`src/rtl/hhd_pkg.sv`:
```
// Shared types and constants for the hybrid Huffman list decoder.
package hhd_pkg;

  localparam int TREE_NODES_DEF     = 512;
  localparam int HI_BUFFER_BITS_DEF = 16;
  localparam int LO_BUFFER_BITS_DEF = 32;
  localparam int MAX_RESULTS        = 48;
  localparam int CNT_W              = $clog2(MAX_RESULTS + 1);
  localparam logic [4:0] FW_RESET   = 5'd16;
  localparam int IN_TDATA_W         = 120;
  localparam int OUT_TDATA_W        = 32;

  typedef enum logic [1:0] {
    OP_NODE = 2'd0,
    OP_HDR  = 2'd1,
    OP_HI   = 2'd2,
    OP_LO   = 2'd3
  } op_t;

  typedef enum logic [1:0] {
    PH_IDLE = 2'd0,
    PH_HI   = 2'd1,
    PH_LO   = 2'd2
  } phase_t;

  typedef enum logic [2:0] {
    S_IDLE, S_OP, S_HDR, S_HI, S_HI_LDW, S_HI_CHK, S_LO, S_DONE
  } bstate_t;

  typedef struct packed {
    op_t         op;
    logic [8:0]  node_index;
    logic [8:0]  left_child;
    logic [8:0]  right_child;
    logic        is_leaf;
    logic [30:0] leaf_value;
    logic [15:0] degree;
    logic [15:0] huff_count;
    logic [15:0] huff_bits;
    logic [7:0]  byte_in;
  } item_t;

  typedef struct packed {
    logic [8:0]  right_child;
    logic [8:0]  left_child;
    logic        is_leaf;
    logic [30:0] leaf_value;
  } node_t;

  typedef struct packed {
    logic [30:0] value;
    logic        from_fallback;
    logic        entry_end;
    logic        empty_entry;
    logic        error;
  } res_t;

endpackage

```
`src/rtl/hhd_front.sv`:
```
// Front end: accepts items, unpacks and classifies them into a two-entry queue.
module hhd_front (
  input  logic                          clk,
  input  logic                          rst_n,
  input  logic                          in_tvalid,
  output logic                          in_tready,
  input  logic [hhd_pkg::IN_TDATA_W-1:0] in_tdata,
  input  logic [1:0]                    in_tuser,
  output logic                          q_valid,
  output hhd_pkg::item_t                q_item,
  input  logic                          q_pop
);

  hhd_pkg::item_t slot_r [2];
  logic           wr_ptr_r, rd_ptr_r;
  logic [1:0]     cnt_r;
  hhd_pkg::item_t in_item;
  logic           push;

  always_comb begin
    in_item.op          = hhd_pkg::op_t'(in_tuser);
    in_item.node_index  = in_tdata[8:0];
    in_item.left_child  = in_tdata[17:9];
    in_item.right_child = in_tdata[26:18];
    in_item.is_leaf     = in_tdata[27];
    in_item.leaf_value  = in_tdata[58:28];
    in_item.degree      = in_tdata[74:59];
    in_item.huff_count  = in_tdata[90:75];
    in_item.huff_bits   = in_tdata[106:91];
    in_item.byte_in     = in_tdata[114:107];
  end

  assign in_tready = (cnt_r != 2'd2);
  assign push      = in_tvalid && in_tready;
  assign q_valid   = (cnt_r != 2'd0);
  assign q_item    = slot_r[rd_ptr_r];

  always_ff @(posedge clk) begin
    if (push) begin
      slot_r[wr_ptr_r] <= in_item;
    end
  end

  always_ff @(posedge clk) begin
    if (!rst_n) begin
      wr_ptr_r <= 1'b0;
      rd_ptr_r <= 1'b0;
      cnt_r    <= 2'd0;
    end else begin
      if (push) wr_ptr_r <= ~wr_ptr_r;
      if (q_pop) rd_ptr_r <= ~rd_ptr_r;
      cnt_r <= cnt_r + {1'b0, push} - {1'b0, q_pop};
    end
  end

endmodule

```
`config.mk`:
```
export PLATFORM = sky130hd
export DESIGN_NAME = hhd_front
export DESIGN_NICKNAME = d
export VERILOG_FILES = /design/src/rtl/hhd_pkg.sv /design/src/rtl/hhd_front.sv
export SDC_FILE = /design/constraint.sdc
export NUM_CORES = 1
export LEC_CHECK = 0
export BUFFER_PORTS_ARGS = -buffer_cell sky130_fd_sc_hd__buf_2
export CAP_MARGIN = 5
export CORE_MARGIN = 2
export CORE_UTILIZATION = 50
export DETAILED_ROUTE_END_ITERATION = 16
export PLACE_DENSITY = 0.77
export SKIP_CTS_REPAIR_TIMING = 1
export SYNTH_ARGS = -nofsm -noshare
export SYNTH_HDL_FRONTEND = slang
export SYNTH_SLANG_ARGS = --single-unit
```
`constraint.sdc`:
```
create_clock -name clk -period 5.7 [get_ports clk]
set_input_delay 1.14 -clock clk [delete_from_list [all_inputs] [get_ports clk]]
set_output_delay 1.14 -clock clk [all_outputs]
set_load 0.01 [all_outputs]
```
==> impl_metrics.py, run 1 <==
metrics = {
    "worst_setup_path": {
        "arrival_ns": 2.58,
        "criticalPathCategory": "reg2out",
        "path_max_fanout": 66,
        "cp-start-kind": "flop",
        "required_ns": 4.56,
        "end_kind": "output port",
    },
    "yosys": {
        "yosys.area_share.simple_pct": 0.837,
        "synthXorXnorAreaFrac_pct": 0.199,
        "synth.ff_latch_count": 239,
        "yosysWarningCount": 0,
        "synth_mux_area_share_pct": 16.3,
        "synth_nets": 519,
        "synth_compound_area_share_pct": 0.511,
        "synth_fa_ha_area_share_pct": 0.142,
        "synthArstFlopShare_pct": 0,
        "synth_top_family_by_area": "multiplexers",
        "ys_types": 24,
        "synth-main-ff-cell": "edfxtp_1",
        "synth_edf_count": 234,
        "syn_inst": 392,
        "synth_area_mm2": 0.00882,
        "synth.yosys.seq_area_share_pct": 80.8,
        "avgSynthCellArea_um2": 22.5,
    },
    "power": {
        "vdd_ir_drop_max_uv": 264,
        "switching_share_pct": 21.4,
        "seqPwrFrac_pct": 51.1,
        "p_sw_mw": 0.905,
        "p_leak_nw": 4.21,
        "p_comb_share_pct": 11.9,
        "p_int_mw": 3.33,
        "clkPwrFrac_pct": 36.9,
        "power.density_cell_area_mw_per_mm2": 383,
    },
    "sta": {
        "fin_crit_ns": 3.72,
        "hold_viol": 0,
        "finClkSkew_ns": 0.0124,
        "worst_pin_slew_ns": 1.23,
        "drv_slew": 0,
        "relSlewSlack_pct": 17.9,
        "finalSetupViolCount": 0,
        "fin_tns_setup_ns": 0,
        "period_share_pct": 65.3,
        "rsz0062_at_grt": "no",
        "fmaxAchievable_mhz": 269,
    },
    "floorplan": {
        "die_y_um": 137,
        "die_x_um": 137,
        "io-pin-count": 245,
        "design.core.area_mm2": 0.0173,
        "start_util_pct": 51.0,
        "rows": 48,
        "die_area_mm2": 0.0187,
    },
    "routing": {
        "detail-route-antenna-nets": 0,
        "drc_errors": 0,
        "wl_per_cell_um": 17.7,
        "wl_um": 15700,
        "drt_iter0_markers": 184,
        "viasPerCell": 4.99,
        "drt_first_pass_iters": 6,
        "via_count": 4437,
    },
    "layout": {
        "ff_latch_area_mm2": 0.00713,
        "nets": 775,
        "multi_input_area_mm2": 0.00159,
        "layout-drive-gt1-share_pct": 60.2,
        "final_cell_area_mm2": 0.0110,
        "num_antenna_cells": 0,
        "area_growth_pct": 25.2,
        "fillCellCount": 1237,
    },
    "global_routing": {
        "gr-total-overflow": 0,
        "grtUsageTotal_pct": 16.1,
        "grt_max_degree": 91,
        "grt_pass1_wl_um": 23400,
        "antenna_found_initial": 0,
        "grt_pass1_vias": 4788,
    },
    "worst_hold_path": {
        "min_path_type": "reg2reg",
    },
    "clock_network": {
        "clock_tree.htree_level_count": 1,
        "cts_buffer_depth": 3,
        "cts_buffers": 24,
        "clk_pin_slew_ns": 0.06,
        "cts_tree": "yes",
        "clk-insertion-delay-late_ns": 0.50,
        "clkSinkCount": 239,
        "cts_root_buf": "clkbuf_16",
    },
    "job": {
        "cap_violations": 0,
    },
    "placed_design": {
        "postPlaceCellArea_mm2": 0.0102,
        "place.gp.congestion": 0.755,
        "port_buffers": 239,
        "place_hpwl_um": 10300,
    },
    "status": {
        "status": "finished, final reports clean",
    },
}
## layout make-up
class | count | share of cell area, %
flip-flops and latches | 239 | 64.6
multi-input cells | 138 | 14.4
repair buffers | 243 | 11.1
clock buffers | 36 | 6.31
well taps | 225 | 2.55
clock inverters | 6 | 0.952
inverters | 2 | 0.0906
## logic make-up (layout without fill, tap and decap cells)
logic type               after synthesis  after routing
AO/OA/AOI/OAI                          5              5
XOR/XNOR                               2              2
AND/OR/NAND/NOR                       12             12
adder cells (fa/ha/maj)                1              1
flip-flops                           239            239
buffers and inverters                 15            287
multiplexers                         118            118
## power groups by stage
stage | sequential (mW) | combinational (mW) | clock, mW
2_1_floorplan | 2.18 | 0.320 | 0
3_3_place_gp | 2.19 | 0.498 | 0
3_5_place_dp | 2.20 | 0.513 | 0
4_1_cts | 2.17 | 0.516 | 1.60
5_1_grt | 2.18 | 0.549 | 1.66
6_report | 2.16 | 0.506 | 1.56
## Yosys cell counts (2+ instances only)
master	instances	share of area (%)
nand2_1	2	0.085
nand3b_1	2	0.17
mux2_4	30	5.1
mux2_2	87	11
buf_6	5	0.64
and2_1	3	0.21
buf_2	8	0.45
edfxtp_1	234	80
dfxtp_1	5	1.1
inv_1	2	0.085
## layer usage
layer	wire length [um]	vias to the layer above	part of all wire, %	GRT usage, %
met4	333	0	2.1	5.90
met3	1340	27	8.6	5.22
met2	8140	175	52	28.7
met1	5880	2163	37	18.0
met5	0	-	0	0
li1	-	2072	-	-
## stage by stage
stage	power (mW)	setup slack [ns]	utilization [%]	hold slack, ns	instances
floorplan	2.50	1.32	-	0.529	392
global placement	2.69	2.46	59.2	0.559	847
detailed placement	2.71	2.39	59.2	0.572	847
CTS	4.28	1.89	63.9	0.579	889
global route	4.39	1.80	63.9	0.600	889
finish	4.23	1.98	63.9	0.577	889
## worst paths after layout
kind | from | endpoint | slack, ns | depth (start not counted)
hold reg to reg | rd_ptr_r | flop | 0.58 | 2
hold / removal | rd_ptr_r | flop | 0.58 | 2
setup reg to reg | cnt_r[0] | slot_r[1][29] | 3.10 | 3
setup / recovery | flop | q_item[116] | 1.98 | 3
## registers in the layout, summed over array words and instances, names as in the netlist, named ones only
register,flops
wr_ptr_r,1
rd_ptr_r,1
cnt_r,2
slot_r,234
## worst max-delay path, stage by stage (launching register included)
cell and delay, ns:
dfxtp_4 0.99, buf_4 0.54, mux2_2 0.39, buf_2 0.15
## cell usage in the layout (no fill, tap or decap), types with 2 or more instances in the layout
cell       instances
bufinv_16          3
buf_4              4
nand2_1            2
buf_2            239
clkbuf_16         25
edfxtp_1         234
clkbuf_8           3
mux2_4            30
clkbuf_1           8
clkinv_2           3
mux2_2            87
and2_1             3
dfxtp_1            4
nand3b_1           2
(Power assumes the default switching activity.)
==> inputs of run 2 (changes only) <==
ABC_AREA = 1   (was default)
clock period = 3.6 ns   (was 5.7 ns; I/O delays follow)
==> run 2 against run 1 <==
Via count is 1.6% higher. Routed wire length rose by 1.4%. Clock power is 44% higher. Area after synthesis shrank 0.51%. Final cell count is 1.1% higher. Critical path depth is the same. Synthesized cell count up 1.3%. Core utilization is 0.26 points lower. Die area is 0.50% lower. Count of clock-buffer cells in the layout shrank 3. Combinational power grew 49%. Critical path type unchanged. Critical endpoint is now q_item[67]. Largest power group unchanged.
==> impl_metrics.py, run 2 <==
metrics = {
    "yosys": {
        "avgSynthCellArea_um2": 22.1,
        "synth_edf_count": 234,
        "synth_top_family_by_area": "multiplexers",
        "synth_most_common_cell": "edfxtp_1",
        "synth_top_area_share_pct": 80.1,
        "yosys.area.top_type": "edfxtp_1",
        "yosysWarningCount": 0,
        "synth_area_leaders": "edfxtp_1 (80%), mux2_2 (11%), mux2_4 (5.1%), dfxtp_1 (1.1%), buf_6 (0.64%)",
        "synth_fa_ha_area_share_pct": 0.143,
        "synth_mux_area_share_pct": 16.3,
        "synth_compound_area_share_pct": 0.0570,
        "synth.ff_latch_count": 239,
        "synth_nets": 524,
        "synthArstFlopShare_pct": 0,
        "synth-main-ff-cell": "edfxtp_1",
        "synthTopCellsByCount": "edfxtp_1 (234), mux2_2 (87), mux2_4 (30), nand2_1 (12), buf_2 (8)",
        "synth_area_mm2": 0.00877,
        "syn_inst": 397,
        "synth.yosys.seq_area_share_pct": 81.2,
        "ys_types": 13,
        "synthXorXnorAreaFrac_pct": 0.0998,
        "yosys.area_share.simple_pct": 0.870,
    },
    "layout": {
        "final_cell_mix": "buf_2 (239), edfxtp_1 (234), mux2_2 (87), mux2_4 (30), clkbuf_16 (25)",
        "nets": 783,
        "num_antenna_cells": 0,
        "layout-drive-gt1-share_pct": 58.8,
        "largestRegisters": "slot_r: 234 flops, cnt_r: 2 flops",
        "final_common_cell": "buf_2",
        "largest_reg_flops": 234,
        "final_cells": 899,
        "area_growth_pct": 24.9,
        "regMostFlops": "slot_r",
    },
    "placed_design": {
        "placedCellCount": 854,
        "place.gp.congestion": 0.712,
        "port_buffers": 239,
        "pre_cts_ws_ns": 1.34,
        "place_hpwl_um": 10500,
    },
    "floorplan": {
        "die_x_um": 136,
        "start_util_pct": 50.9,
        "die_area_mm2": 0.0186,
        "io-pin-count": 245,
        "die_y_um": 136,
        "rows": 48,
        "design.core.area_mm2": 0.0172,
    },
    "routing": {
        "via_count": 4507,
        "drt_iter0_markers": 215,
        "viasPerCell": 5.01,
        "drt_first_pass_iters": 5,
        "drc_errors": 0,
        "detail-route-antenna-nets": 0,
        "wl_per_cell_um": 17.7,
        "wl_um": 15900,
    },
    "clock_network": {
        "clkSinkCount": 239,
        "cts_tree": "yes",
        "cts_buffers": 25,
        "cts_buffer_depth": 3,
        "clk_pin_slew_ns": 0.06,
        "clock_tree.htree_level_count": 1,
        "clk-insertion-delay-late_ns": 0.50,
        "cts_root_buf": "clkbuf_16",
    },
    "worst_setup_path": {
        "end_kind": "output port",
        "criticalPathCategory": "reg2out",
        "path_max_fanout": 60,
        "cp-start-kind": "flop",
        "crit_chain": "buf_12, mux2_2, buf_2",
        "slowest_stage": "dfxtp_4",
        "arrival_ns": 2.01,
        "required_ns": 2.88,
        "max_stage_delay_ns": 0.55,
    },
    "global_routing": {
        "gr-total-overflow": 0,
        "grtUsageTotal_pct": 16.0,
        "grt_pass1_vias": 4741,
        "grt_pass1_wl_um": 23400,
        "grt_max_degree": 119,
        "antenna_found_initial": 0,
    },
    "sta": {
        "fmaxAchievable_mhz": 367,
        "drv_slew": 0,
        "setup_slack_ns": 0.872,
        "fin_crit_ns": 2.73,
        "fin_tns_setup_ns": 0,
        "period_share_pct": 75.8,
        "hold_viol": 0,
        "relSlewSlack_pct": 43.2,
        "rsz0062_at_grt": "no",
        "fin_hold_ws_ns": 0.409,
        "finalSetupViolCount": 0,
        "finClkSkew_ns": 0.00743,
        "worst_pin_slew_ns": 0.853,
    },
    "power": {
        "p_leak_nw": 4.19,
        "power.density_cell_area_mw_per_mm2": 583,
        "p_total_mw": 6.39,
        "vdd_ir_drop_max_uv": 522,
    },
    "status": {
        "status": "finished, final reports clean",
    },
    "worst_hold_path": {
        "min_path_type": "in2reg",
    },
    "job": {
        "cap_violations": 0,
    },
}
-- run 2: changes by cell type after synthesis, moves of 2 or more --
cell	before	now
nor2_1	0	7
and2_1	3	0
nand2_1	2	12
nand3b_1	2	0
inv_1	2	5
-- run 2: worst paths after layout --
check | startpoint | endpoint | slack [ns] | cells after the start
setup / recovery | flop | q_item[67] | 0.87 | 3
hold / removal | in_tdata[49] | slot_r[0][77] | 0.41 | 1
setup reg to reg | cnt_r[0] | slot_r[0][97] | 1.65 | 5
hold reg to reg | rd_ptr_r | rd_ptr_r | 0.50 | 2
-- run 2: cells by family after synthesis --
logic type / count (synthesis)
mux: 117
buf+inv: 18
flops: 239
xor+xnor: 1
fa+ha+maj: 1
simple gates: 20
compound gates: 1
-- run 2: report_power, final --
part / internal, mW / switching, mW
sequential: 3.33 / 0.0623
combinational: 0.343 / 0.412
clock: 1.28 / 0.960
-- run 2: critical path: cells and delay by family, from the launching register on --
family / cells / cell delay [ns]
flip-flops: 1 / 0.55
buffers and inverters: 2 / 0.52
multiplexers: 1 / 0.39
-- run 2: per-stage QoR --
step | cell area [um^2] | util, %
after detailed placement | 10200 | 59.4
after floorplan | 8780 | -
after CTS | 11000 | 63.6
final | 11000 | 63.6
after global placement | 10200 | 59.4
after global routing | 11000 | 63.6
-- run 2: metal layers --
metal	vias up	global-route usage (%)	wire, um
met5	-	0	0
met4	0	4.75	371
met3	27	5.70	1510
met2	191	28.8	8140
met1	2210	17.9	5880
li1	2079	-	-
-- run 2: area by class of cell --
class / count / area, um^2
Sequential cell: 239 / 7130
Clock inverter: 12 / 60.1
Clock buffer: 33 / 656
Timing Repair Buffer: 245 / 1270
Tap cell: 225 / 282
Inverter: 5 / 18.8
Multi-Input combinational cell: 140 / 1550
Fill cell: 1192 / 6280
